`src/design/integer_to_radix_ascii_top_assert.svh`:
```
// ----------------------------------------------------------------------------
// integer_to_radix_ascii_top_assert.svh
// Assertion macros for the radix text converter.
// ----------------------------------------------------------------------------
`ifndef INTEGER_TO_RADIX_ASCII_TOP_ASSERT_SVH
`define INTEGER_TO_RADIX_ASCII_TOP_ASSERT_SVH

`ifndef SYNTH

`define ITOA_ASSERT(label, clk, rst_n, prop) \
	label: assert property (@(posedge clk) disable iff (!rst_n) prop) \
		else $error("itoa assertion failed");

`define ITOA_NEVER(label, clk, rst_n, expr) \
	label: assert property (@(posedge clk) disable iff (!rst_n) !(expr)) \
		else $error("itoa forbidden condition seen");

`else

`define ITOA_ASSERT(label, clk, rst_n, prop)
`define ITOA_NEVER(label, clk, rst_n, expr)

`endif

`endif

```
`src/design/itoa_pkg.sv`:
```
// ----------------------------------------------------------------------------
// itoa_pkg
// Shared constants, types and the digit to character map.
// ----------------------------------------------------------------------------
package itoa_pkg;

	localparam int VALUE_WIDTH_DEF = 32;
	localparam int MAX_DIGITS_DEF  = 32;
	localparam int QUEUE_DEPTH     = 2;

	localparam int RADIX_W = 6;
	localparam int CHAR_W  = 7;

	localparam logic [RADIX_W-1:0] RADIX_MIN   = 6'd2;
	localparam logic [RADIX_W-1:0] RADIX_MAX   = 6'd36;
	localparam logic [RADIX_W-1:0] RADIX_RESET = 6'd10;

	localparam logic [CHAR_W-1:0] MINUS_CHAR  = 7'h2D;
	localparam logic [CHAR_W-1:0] ZERO_CHAR   = 7'h30;
	localparam logic [CHAR_W-1:0] ALPHA_CHAR  = 7'h61;
	localparam logic [RADIX_W-1:0] DEC_DIGITS = 6'd10;

	typedef struct packed {
		logic full;
		logic empty;
	} q_status_t;

	function automatic logic [CHAR_W-1:0] digit_char(input logic [RADIX_W-1:0] d);
		logic [CHAR_W-1:0] c;
		if (d < DEC_DIGITS) begin
			c = ZERO_CHAR + {1'b0, d};
		end else begin
			c = ALPHA_CHAR + {1'b0, d - DEC_DIGITS};
		end
		return c;
	endfunction

endpackage

```
`src/design/itoa_ram.sv`:
```
// ----------------------------------------------------------------------------
// itoa_ram
// Generic single write, single read RAM with registered read data.
// ----------------------------------------------------------------------------
module itoa_ram #(
	parameter int WIDTH = 6,
	parameter int DEPTH = 32
) (
	input  logic                     clk,
	input  logic                     we,
	input  logic [$clog2(DEPTH)-1:0] waddr,
	input  logic [WIDTH-1:0]         wdata,
	input  logic                     re,
	input  logic [$clog2(DEPTH)-1:0] raddr,
	output logic [WIDTH-1:0]         rdata
);

	logic [WIDTH-1:0] mem_q [DEPTH];

	always_ff @(posedge clk) begin
		if (we) begin
			mem_q[waddr] <= wdata;
		end
		if (re) begin
			rdata <= mem_q[raddr];
		end
	end

endmodule

```
`src/design/itoa_queue.sv`:
```
// ----------------------------------------------------------------------------
// itoa_queue
// Short request queue between the front and back ends.
// ----------------------------------------------------------------------------
module itoa_queue
	import itoa_pkg::*;
#(
	parameter int WIDTH = 33,
	parameter int DEPTH = QUEUE_DEPTH
) (
	input  logic             clk,
	input  logic             arst_n,
	input  logic             push,
	input  logic [WIDTH-1:0] push_data,
	input  logic             pop,
	output logic [WIDTH-1:0] pop_data,
	output q_status_t        status
);

	localparam int PW = (DEPTH > 1) ? $clog2(DEPTH) : 1;
	localparam int CW = $clog2(DEPTH + 1);

	logic [WIDTH-1:0] entry_q [DEPTH];
	logic [PW-1:0]    wptr_q;
	logic [PW-1:0]    rptr_q;
	logic [CW-1:0]    count_q;

	assign status.full  = (count_q == CW'(DEPTH));
	assign status.empty = (count_q == '0);
	assign pop_data     = entry_q[rptr_q];

	always_ff @(posedge clk) begin
		if (push) begin
			entry_q[wptr_q] <= push_data;
		end
	end

	always_ff @(posedge clk or negedge arst_n) begin
		if (!arst_n) begin
			wptr_q  <= '0;
			rptr_q  <= '0;
			count_q <= '0;
		end else begin
			if (push) begin
				wptr_q <= (wptr_q == PW'(DEPTH - 1)) ? '0 : wptr_q + 1'b1;
			end
			if (pop) begin
				rptr_q <= (rptr_q == PW'(DEPTH - 1)) ? '0 : rptr_q + 1'b1;
			end
			if (push && !pop) begin
				count_q <= count_q + 1'b1;
			end else if (pop && !push) begin
				count_q <= count_q - 1'b1;
			end
		end
	end

endmodule

```
`src/design/itoa_front.sv`:
```
// ----------------------------------------------------------------------------
// itoa_front
// Radix register, request acceptance and sign / magnitude split.
// ----------------------------------------------------------------------------
module itoa_front
	import itoa_pkg::*;
#(
	parameter int VALUE_WIDTH = VALUE_WIDTH_DEF
) (
	input  logic                   clk,
	input  logic                   arst_n,
	input  logic                   start,
	input  logic [VALUE_WIDTH-1:0] number,
	output logic                   busy,
	input  logic                   cfg_valid,
	input  logic [RADIX_W-1:0]     cfg_data,
	output logic                   cfg_ready,
	input  q_status_t              q_status,
	output logic                   push,
	output logic [VALUE_WIDTH:0]   push_data,
	output logic [RADIX_W-1:0]     radix
);

	logic [RADIX_W-1:0]     radix_q;
	logic [RADIX_W-1:0]     radix_clamped;
	logic                   neg;
	logic [VALUE_WIDTH-1:0] mag;

	assign cfg_ready = 1'b1;
	assign busy      = q_status.full;
	assign push      = start && !q_status.full;
	assign radix     = radix_q;

	// most negative value stays as its own unsigned magnitude
	assign neg       = number[VALUE_WIDTH-1];
	assign mag       = neg ? (~number + 1'b1) : number;
	assign push_data = {neg, mag};

	always_comb begin
		radix_clamped = cfg_data;
		if (cfg_data < RADIX_MIN) begin
			radix_clamped = RADIX_MIN;
		end else if (cfg_data > RADIX_MAX) begin
			radix_clamped = RADIX_MAX;
		end
	end

	always_ff @(posedge clk or negedge arst_n) begin
		if (!arst_n) begin
			radix_q <= RADIX_RESET;
		end else if (cfg_valid && cfg_ready) begin
			radix_q <= radix_clamped;
		end
	end

endmodule

```
`src/design/itoa_back.sv`:
```
// ----------------------------------------------------------------------------
// itoa_back
// Bit-serial digit divider, digit store and character sequencer.
// ----------------------------------------------------------------------------
module itoa_back
	import itoa_pkg::*;
#(
	parameter int VALUE_WIDTH = VALUE_WIDTH_DEF,
	parameter int MAX_DIGITS  = MAX_DIGITS_DEF
) (
	input  logic                   clk,
	input  logic                   arst_n,
	input  q_status_t              q_status,
	input  logic [VALUE_WIDTH:0]   pop_data,
	output logic                   pop,
	input  logic [RADIX_W-1:0]     radix,
	output logic                   strobe,
	output logic [CHAR_W-1:0]      ascii_char,
	output logic                   last_char
);

	`include "integer_to_radix_ascii_top_assert.svh"

	localparam int AW = (MAX_DIGITS > 1) ? $clog2(MAX_DIGITS) : 1;
	localparam int CW = $clog2(MAX_DIGITS + 1);
	localparam int BW = (VALUE_WIDTH > 1) ? $clog2(VALUE_WIDTH) : 1;

	typedef enum logic [2:0] {
		ST_IDLE,
		ST_DIV,
		ST_SIGN,
		ST_RD,
		ST_EMIT
	} state_t;

	state_t                 state_q;
	logic [VALUE_WIDTH-1:0] quot_q;
	logic [RADIX_W-1:0]     rem_q;
	logic [BW-1:0]          bit_q;
	logic [CW-1:0]          cnt_q;
	logic [CW-1:0]          idx_q;
	logic                   neg_q;
	logic                   strobe_q;
	logic [CHAR_W-1:0]      char_q;
	logic                   last_q;

	logic [RADIX_W:0]       rem_sh;
	logic                   ge;
	logic [RADIX_W:0]       rem_new;
	logic [VALUE_WIDTH-1:0] quot_new;
	logic [CW-1:0]          cnt_next;
	logic                   digit_done;
	logic                   ram_we;
	logic                   ram_re;
	logic [AW-1:0]          ram_raddr;
	logic [RADIX_W-1:0]     ram_rdata;

	// one quotient bit per cycle, restoring
	assign rem_sh     = {rem_q, quot_q[VALUE_WIDTH-1]};
	assign ge         = (rem_sh >= {1'b0, radix});
	assign rem_new    = ge ? (rem_sh - {1'b0, radix}) : rem_sh;
	assign quot_new   = {quot_q[VALUE_WIDTH-2:0], ge};
	assign cnt_next   = cnt_q + 1'b1;
	assign digit_done = (state_q == ST_DIV) && (bit_q == BW'(VALUE_WIDTH - 1));

	assign pop       = (state_q == ST_IDLE) && !q_status.empty;
	assign ram_we    = digit_done;
	assign ram_re    = (state_q == ST_RD);
	assign ram_raddr = AW'(idx_q - 1'b1);

	assign strobe     = strobe_q;
	assign ascii_char = char_q;
	assign last_char  = last_q;

	itoa_ram #(
		.WIDTH (RADIX_W),
		.DEPTH (MAX_DIGITS)
	) u_digits (
		.clk   (clk),
		.we    (ram_we),
		.waddr (cnt_q[AW-1:0]),
		.wdata (rem_new[RADIX_W-1:0]),
		.re    (ram_re),
		.raddr (ram_raddr),
		.rdata (ram_rdata)
	);

	always_ff @(posedge clk or negedge arst_n) begin
		if (!arst_n) begin
			state_q  <= ST_IDLE;
			quot_q   <= '0;
			rem_q    <= '0;
			bit_q    <= '0;
			cnt_q    <= '0;
			idx_q    <= '0;
			neg_q    <= 1'b0;
			strobe_q <= 1'b0;
			char_q   <= '0;
			last_q   <= 1'b0;
		end else begin
			case (state_q)
				ST_IDLE: begin
					strobe_q <= 1'b0;
					last_q   <= 1'b0;
					if (!q_status.empty) begin
						neg_q   <= pop_data[VALUE_WIDTH];
						quot_q  <= pop_data[VALUE_WIDTH-1:0];
						rem_q   <= '0;
						bit_q   <= '0;
						cnt_q   <= '0;
						state_q <= ST_DIV;
					end
				end
				ST_DIV: begin
					strobe_q <= 1'b0;
					last_q   <= 1'b0;
					quot_q   <= quot_new;
					if (digit_done) begin
						cnt_q <= cnt_next;
						rem_q <= '0;
						bit_q <= '0;
						if ((quot_new == '0) || (cnt_next >= CW'(MAX_DIGITS))) begin
							idx_q   <= cnt_next;
							state_q <= neg_q ? ST_SIGN : ST_RD;
						end
					end else begin
						rem_q <= rem_new[RADIX_W-1:0];
						bit_q <= bit_q + 1'b1;
					end
				end
				ST_SIGN: begin
					strobe_q <= 1'b1;
					last_q   <= 1'b0;
					char_q   <= MINUS_CHAR;
					state_q  <= ST_RD;
				end
				ST_RD: begin
					strobe_q <= 1'b0;
					last_q   <= 1'b0;
					state_q  <= ST_EMIT;
				end
				ST_EMIT: begin
					strobe_q <= 1'b1;
					char_q   <= digit_char(ram_rdata);
					last_q   <= (idx_q == CW'(1));
					idx_q    <= idx_q - 1'b1;
					state_q  <= (idx_q == CW'(1)) ? ST_IDLE : ST_RD;
				end
				default: begin
					strobe_q <= 1'b0;
					last_q   <= 1'b0;
					state_q  <= ST_IDLE;
				end
			endcase
		end
	end

	`ITOA_ASSERT(a_strobe_src, clk, arst_n, strobe_q |-> ($past(state_q) == ST_SIGN || $past(state_q) == ST_EMIT))
	`ITOA_NEVER(a_rd_idx_zero, clk, arst_n, (state_q == ST_RD) && (idx_q == '0))
	`ITOA_NEVER(a_cnt_range, clk, arst_n, cnt_q > CW'(MAX_DIGITS))
	`ITOA_ASSERT(a_last_ends, clk, arst_n, (strobe_q && last_q) |-> (state_q == ST_IDLE))

endmodule

```
`src/design/integer_to_radix_ascii_top.sv`:
```
// Each request is queued, then the serial divider forms its digits one at a time into the
// digit store; a minus sign, if any, and the digit characters follow, each read from the store.
// Two items queue ahead of the divider; busy marks a full queue. Results cannot be stalled.
// Reset clears control state and sets the radix to ten; the digit store is not cleared.
// ----------------------------------------------------------------------------
// integer_to_radix_ascii_top
// Signed integer to radix text converter, one character per strobe.
// ----------------------------------------------------------------------------
module integer_to_radix_ascii_top
	import itoa_pkg::*;
#(
	parameter int VALUE_WIDTH = VALUE_WIDTH_DEF,
	parameter int MAX_DIGITS  = MAX_DIGITS_DEF
) (
	input  logic                   clk,
	input  logic                   arst_n,
	input  logic                   start,
	input  logic [VALUE_WIDTH-1:0] number,
	output logic                   busy,
	input  logic                   cfg_valid,
	input  logic [RADIX_W-1:0]     cfg_data,
	output logic                   cfg_ready,
	output logic                   strobe,
	output logic [CHAR_W-1:0]      ascii_char,
	output logic                   last_char
);

	q_status_t            q_status;
	logic                 push;
	logic [VALUE_WIDTH:0] push_data;
	logic                 pop;
	logic [VALUE_WIDTH:0] pop_data;
	logic [RADIX_W-1:0]   radix;

	itoa_front #(
		.VALUE_WIDTH (VALUE_WIDTH)
	) u_front (
		.clk       (clk),
		.arst_n    (arst_n),
		.start     (start),
		.number    (number),
		.busy      (busy),
		.cfg_valid (cfg_valid),
		.cfg_data  (cfg_data),
		.cfg_ready (cfg_ready),
		.q_status  (q_status),
		.push      (push),
		.push_data (push_data),
		.radix     (radix)
	);

	itoa_queue #(
		.WIDTH (VALUE_WIDTH + 1),
		.DEPTH (QUEUE_DEPTH)
	) u_queue (
		.clk       (clk),
		.arst_n    (arst_n),
		.push      (push),
		.push_data (push_data),
		.pop       (pop),
		.pop_data  (pop_data),
		.status    (q_status)
	);

	itoa_back #(
		.VALUE_WIDTH (VALUE_WIDTH),
		.MAX_DIGITS  (MAX_DIGITS)
	) u_back (
		.clk        (clk),
		.arst_n     (arst_n),
		.q_status   (q_status),
		.pop_data   (pop_data),
		.pop        (pop),
		.radix      (radix),
		.strobe     (strobe),
		.ascii_char (ascii_char),
		.last_char  (last_char)
	);

endmodule

```
`config.mk`:
```
export PLATFORM = sky130hd
export DESIGN_NAME = integer_to_radix_ascii_top
export DESIGN_NICKNAME = d
export VERILOG_FILES = /design/src/design/itoa_pkg.sv /design/src/design/itoa_ram.sv /design/src/design/itoa_queue.sv /design/src/design/itoa_front.sv /design/src/design/itoa_back.sv /design/src/design/integer_to_radix_ascii_top.sv
export VERILOG_INCLUDE_DIRS = /design/src /design/src/design
export SDC_FILE = /design/constraint.sdc
export NUM_CORES = 1
export LEC_CHECK = 0
export BUFFER_PORTS_ARGS = -buffer_cell sky130_fd_sc_hd__buf_4
export CAP_MARGIN = 20
export CORE_AREA = 4 4 188 190
export DETAILED_ROUTE_END_ITERATION = 8
export DIE_AREA = 0 0 192 194
export GPL_ROUTABILITY_DRIVEN = 0
export PLACE_DENSITY_LB_ADDON = 0.12
export SLEW_MARGIN = 20
export SYNTH_ARGS = -nofsm -noshare
export SYNTH_HDL_FRONTEND = slang
export SYNTH_SLANG_ARGS = --single-unit
```
`constraint.sdc`:
```
create_clock -name clk -period 3.18 [get_ports clk]
set_clock_uncertainty 0.15 [all_clocks]
set_input_delay 0.636 -clock clk [delete_from_list [all_inputs] [get_ports clk]]
set_output_delay 0.636 -clock clk [all_outputs]
set_load 0.005 [all_outputs]
```
==> results.yml, run 1 <==
outcome:
  run_status: "finished clean"
yosys:
  synthesis.area_mm2: 0.0149
  seq_area_frac_synth_pct: 66.2
  postSynthRegisterBits: 342
  yosysUniqueCellTypes: 59
  syn_inst: 1044
  synthArstFlopShare_pct: 22.8
  synthesis.yosys.warnings: 0
  yosys_most_used_dff: "sky130_fd_sc_hd__edfxtp_1"
  synthesis.area_per_instance_um2: 14.3
  mappedNetlistNets: 1107
  synth_edf_count: 264
layout:
  fin_util_pct: 51.8
  share_of_cells_above_drive_strength_1_pct: 20.9
  most-common-layout-cells: "264 x sky130_fd_sc_hd__edfxtp_1, 107 x sky130_fd_sc_hd__buf_4, 100 x sky130_fd_sc_hd__nor2_1"
  antenna_cells_inserted: 0
  layout.cells.most_common: "sky130_fd_sc_hd__edfxtp_1"
  area_growth_syn_to_layout_pct: 16.2
  filler_cell_count: 2837
  final_nets: 1206
  final-instance-count-excl-fill: 1618
floorplan:
  core.rowCount: 67
  boundaryPins: 53
  chipHeight_um: 194
  initial_utilization_pct: 44.6
  die_width_um: 192
  floorplan.core_area_mm2: 0.0334
  die_area_mm2: 0.0372
detailed_routing:
  drtPass1Iterations: 4
  drcViolationCount: 0
  average_via_count_per_standard_cell: 5.22
  initialDrtViolationCount: 467
  routed_wl_mm: 30.0
  detail_route.wl_per_cell_um: 18.6
  ant_nets: 0
  routed-via-count: 8440
timing:
  rsz0062_at_grt: "no"
  setup-violations-final: 0
  slew-limit-headroom_pct: 39.6
  timing_max_transition_violations_final: 0
  fin_hold_ws_ns: 0.0873
  worst_pin_slew_ns: 0.907
  maxClockFrequency_mhz: 338
  fin_crit_sh_pct: 93.0
  finalHoldViolations: 0
  finalWorstPathRequiredPeriod_ns: 2.96
grt:
  globalRouteOverflowTotal: 0
  antenna_found_initial: 0
  first_global_vias: 8470
  grt_first_pass_wirelength_mm: 47.8
  grt_use_total_pct: 16.3
  maximum_number_of_pins_on_one_net_before_global_route_repair: 71
clock_network:
  count_of_buffers_added_by_post_cts_timing_repair_for_setup: 0
  holdBufCountCts: 0
  tritoncts_buffers: 37
  clock_insertion_delay_worst_skew_ns: 0.52
  ctsLongestPathBuffers: 3
  path_clk_slew_ns: 0.06
  cts_htree_levels: 2
  tritoncts_num_sinks: 342
  cts.repair.resized: 0
  cts_tree: "done"
  root_buffer: "sky130_fd_sc_hd__clkbuf_16"
critical_path:
  timing.rr.start: "u_back.bit_q[0]$_DFFE_PN0P_"
  worst_path_class_setup: "flip-flop to flip-flop"
  setup.worst_path.start_class: "flip-flop"
  critical_path.endpoint_type: "flip-flop"
  crit_path_start: "u_back.bit_q[0]$_DFFE_PN0P_"
  cp_data_arrival_time_ns: 2.96
  cp.required_ns: 3.18
  crit_path_max_fanout: 8
placement:
  port_buffers: 51
  dp_cells: 1552
  hpwl_mm: 19.7
hold_path:
  hold_path.class: "input pin to asynchronous set/reset pin"
pwr:
  vdd_drop_max_v: 0.000655
  p_total_mw: 12.6
  power.leakage_nw: 6.51
  power-per-cell-area_mw_per_mm2: 725
run:
  drv.max_cap_violation_count: 0
==> sequential cells by signal (all words and copies together) (netlist names) <==
register	count
u_queue.rptr_q	1
u_back.u_digits.mem_q	192
u_back.rem_q	6
u_queue.wptr_q	1
u_back.strobe	1
u_back.last_char	1
u_queue.count_q	2
u_back.bit_q	5
u_front.radix	6
u_back.state_q	3
u_queue.entry_q	66
u_back.idx_q	6
u_back.u_digits.rdata	6
u_back.quot_q	32
u_back.ascii_char	7
u_back.cnt_q	6
u_back.neg_q	1
==> final timing paths <==
check | end | slack, ns | cells after the start
hold reg to reg | u_back.ascii_char[5]$_DFFE_PN0P_ | 0.35 | 2
hold / removal | u_front.radix[2]$_DFFE_PN0P_ | 0.09 | 1
min in group clk | u_queue.entry_q[0][0]$_DFFE_PP_ | 0.18 | 1
max in group asynchronous | u_back.idx_q[0]$_DFFE_PN0P_ | 2.11 | 1
setup / recovery | u_back.u_digits.mem_q[5][1]$_DFFE_PP_ | 0.22 | 7
setup reg to reg | u_back.u_digits.mem_q[5][1]$_DFFE_PP_ | 0.22 | 7
==> per-stage QoR <==
| stage | setup WS, ns | area [µm²] | setup TNS (ns) |
|---|---|---|---|
| 2_1_floorplan | -0.0119 | 14900 | -1.53 |
| 3_3_place_gp | 0.339 | 16200 | 0 |
| 3_5_place_dp | 0.216 | 16200 | 0 |
| 4_1_cts | 0.221 | 17300 | 0 |
| 5_1_grt | 0.0422 | 17300 | 0 |
| 6_report | 0.224 | 17300 | 0 |
==> critical path: stages (launching register included) <==
cell                      delay [ns]
sky130_fd_sc_hd__dfrtp_1        0.38
sky130_fd_sc_hd__ha_1           0.20
sky130_fd_sc_hd__and3_1         0.17
sky130_fd_sc_hd__ha_1           0.21
sky130_fd_sc_hd__nand3_1        0.16
sky130_fd_sc_hd__nor2_1         0.39
sky130_fd_sc_hd__nand2_1        0.38
sky130_fd_sc_hd__nor2_1         0.55
==> cells in the mapped netlist, drive strengths merged, types with 4 or more instances <==
cell / count / area [µm²]
o31ai: 10 / 75.1
nor4: 12 / 75.1
mux2: 14 / 158
xnor2: 47 / 412
nand3b: 6 / 45.0
edfxtp: 264 / 7930
ha: 20 / 250
nor3: 6 / 35.0
and3: 4 / 25.0
nand2: 84 / 315
dfrtp: 76 / 1900
inv: 28 / 105
o41ai: 4 / 57.6
clkbuf: 32 / 120
mux2i: 47 / 470
or4: 7 / 60.1
buf: 18 / 83.8
nand3: 10 / 50.1
o211ai: 8 / 65.1
a21oi: 53 / 265
xor2: 8 / 70.1
a22o: 11 / 96.3
o21ai: 79 / 395
mux4: 48 / 1080
nand2b: 7 / 43.8
nor2: 101 / 379
==> cells by family (layout without fill, tap and decap cells) <==
family | count (synthesis) | in the layout | share of synthesized area [%]
AND/OR/NAND/NOR | 252 | 252 | 7.64
multiplexers | 109 | 109 | 11.5
adder cells (fa/ha/maj) | 22 | 22 | 1.88
flip-flops | 342 | 342 | 66.2
other | 1 | 1 | 0.0251
buffers and inverters | 78 | 204 | 2.07
AO/OA/AOI/OAI | 185 | 185 | 7.47
XOR/XNOR | 55 | 55 | 3.23
==> report_power, final <==
part | internal (mW) | switching (mW)
combinational | 0.580 | 1.52
clock | 2.37 | 1.66
sequential | 6.21 | 0.233
==> layout make-up <==
class                   instances  area, µm²  share of cell area [%]
clock buffers                  50       1040                    5.99
clock inverters                16        100                   0.577
inverters                      28        105                   0.606
multi-input cells             624       4780                    27.6
flip-flops and latches        342       9890                    57.0
well taps                     448        561                    3.23
repair buffers                110        863                    4.98
==> layer usage <==
layer	GRT usage, %	up-vias	part of all wire, %
li1	-	4127	-
met1	23.8	4163	47
met2	25.7	109	47
met3	2.57	41	3.5
met4	4.23	0	2.0
met5	0	-	0
No activity file was read; power rests on OpenSTA's default activity.
==> run 2: changes to the inputs <==
Settings changed: CELL_PAD_IN_SITES_DETAIL_PLACEMENT set to 0, CELL_PAD_IN_SITES_GLOBAL_PLACEMENT set to 2, CORE_AREA 4 4 188 190 to 4 4 196 198, DIE_AREA 0 0 192 194 to 0 0 200 202.
==> results.yml, run 2 (synthesis results as in run 1) <==
outcome:
  run_status: "finished clean"
detailed_routing:
  average_via_count_per_standard_cell: 5.18
  drcViolationCount: 0
  routed-via-count: 8519
  detail_route.wl_per_cell_um: 19.3
  routed_wl_mm: 31.7
  ant_nets: 0
  drtPass1Iterations: 4
  initialDrtViolationCount: 497
run:
  drv.max_cap_violation_count: 0
timing:
  fin_crit_sh_pct: 90.2
  worst_pin_slew_ns: 0.813
  finalWorstPathRequiredPeriod_ns: 2.87
  finalHoldViolations: 0
  slew-limit-headroom_pct: 45.8
  rsz0062_at_grt: "no"
  setup-violations-final: 0
  timing_max_transition_violations_final: 0
  maxClockFrequency_mhz: 349
grt:
  first_global_vias: 8469
  highest_utilization_routing_layer_at_the_global_route_stage: "met1"
  globalRouteMet3Util_pct: 2.52
  globalRouteOverflowTotal: 0
  grt_use_met1_pct: 25.0
  grt_use_total_pct: 15.8
  grt_first_pass_wirelength_mm: 50.2
  groute.layer.met2.usage_pct: 23.2
  antenna_found_initial: 0
  maximum_number_of_pins_on_one_net_before_global_route_repair: 67
layout:
  area_growth_syn_to_layout_pct: 17.1
  finalInstanceArea_mm2: 0.0175
  layout.cells.most_common: "sky130_fd_sc_hd__edfxtp_1"
  fin_util_pct: 47.9
  regMostFlops: "u_back.u_digits.mem_q"
  largest_register_ffs: 192
  share_of_cells_above_drive_strength_1_pct: 22.2
  final_nets: 1213
  most-common-layout-cells: "264 x sky130_fd_sc_hd__edfxtp_1, 111 x sky130_fd_sc_hd__buf_4, 99 x sky130_fd_sc_hd__nor2_1"
  antenna_cells_inserted: 0
  reg.largest.list: "u_back.u_digits.mem_q (192), u_queue.entry_q (66), u_back.quot_q (32)"
placement:
  area_of_placed_instances_mm2: 0.0163
  port_buffers: 51
  hpwl_mm: 21.1
floorplan:
  die_width_um: 200
  core.rowCount: 70
  boundaryPins: 53
  die_area_mm2: 0.0404
  chipHeight_um: 202
  floorplan.core_area_mm2: 0.0365
  initial_utilization_pct: 40.9
critical_path:
  crit_path_max_fanout: 33
  worst_path_class_setup: "flip-flop to flip-flop"
  critical_path.endpoint_type: "flip-flop"
  cp.required_ns: 3.23
  cp_data_arrival_time_ns: 2.92
  setup.worst_path.start_class: "flip-flop"
pwr:
  power-per-cell-area_mw_per_mm2: 734
  power.leakage_nw: 6.59
  vdd_drop_max_v: 0.000830
clock_network:
  ctsLongestPathBuffers: 3
  cts_htree_levels: 2
  count_of_buffers_added_by_post_cts_timing_repair_for_setup: 0
  root_buffer: "sky130_fd_sc_hd__clkbuf_16"
  clock_insertion_delay_worst_skew_ns: 0.53
  tritoncts_buffers: 38
  cts_tree: "done"
  tritoncts_num_sinks: 342
  path_clk_slew_ns: 0.06
hold_path:
  hold_path.class: "input pin to flip-flop"
[run 2: cell types whose count changed in the layout (fill, tap and decap cells not counted), sizes merged]
cell and change:
buf +5, bufinv +2, inv -1, clkbuf -8, dlygate4sd3 +1, clkinv +9
[run 2: repair_timing]
item                                    in CTS  in global routing
endpoints found under the hold margin       37                  0
gates resized for setup                      0                  1
endpoints found under the setup margin       0                 12
hold buffers                                 1                  0
[run 2: worst max-delay path, cell delays in order (launching register included)]
cell,delay [ns]
sky130_fd_sc_hd__dfstp_2,0.51
sky130_fd_sc_hd__inv_1,0.04
sky130_fd_sc_hd__ha_1,0.35
sky130_fd_sc_hd__a21o_1,0.20
sky130_fd_sc_hd__a21oi_1,0.17
sky130_fd_sc_hd__o221ai_1,0.13
sky130_fd_sc_hd__buf_4,0.21
sky130_fd_sc_hd__mux2_2,0.76
[run 2: routing by layer]
| layer | routed length, µm | part of all wire [%] |
|---|---|---|
| met5 | 0 | 0 |
| met4 | 517 | 1.6 |
| met3 | 1260 | 4.0 |
| met2 | 14100 | 44 |
| met1 | 15900 | 50 |
[run 2: worst paths after layout]
| path | startpoint | endpoint | slack (ns) | cells after the start |
|---|---|---|---|---|
| max reg2reg | u_front.radix[3]$_DFFE_PN1P_ | u_back.u_digits.mem_q[26][4]$_DFFE_PP_ | 0.31 | 7 |
| min | number[0] | u_queue.entry_q[0][0]$_DFFE_PP_ | 0.19 | 1 |
| min reg2reg | u_back.neg_q$_DFFE_PN0P_ | u_back.neg_q$_DFFE_PN0P_ | 0.35 | 2 |
| max in group asynchronous | arst_n | u_back.quot_q[31]$_DFFE_PN0P_ | 1.72 | 3 |
| max | u_front.radix[3]$_DFFE_PN1P_ | u_back.u_digits.mem_q[26][4]$_DFFE_PP_ | 0.31 | 7 |
| min in group asynchronous | arst_n | u_back.quot_q[11]$_DFFE_PN0P_ | 0.51 | 2 |
[run 2: layout make-up]
cell class	instances	area [µm²]
fill	3147	19000
tap	468	586
clock inverter	26	221
clock buffer	42	976
sequential	342	9890
inverter	28	105
timing repair buffer	116	923
multi-input combinational	624	4780
[run 2: report_power, final]
part           leakage (nW)  internal (mW)  switching (mW)  total [mW]
clock network         0.603           2.46            1.73        4.20
logic                  2.69          0.584            1.61        2.20
registers              3.30           6.21           0.227        6.44
[run 2: stage by stage]
stage	TNS (ns)	worst slack [ns]	total power [mW]	hold WS [ns]	std cells
global route	0	0.173	13.4	0.175	1646
finish	0	0.312	12.8	0.190	1646
floorplan	-1.53	-0.0119	7.67	0.190	1044
global placement	0	0.246	8.76	0.333	1577
detailed placement	0	0.147	8.81	0.338	1577
CTS	0	0.141	13.0	0.163	1646
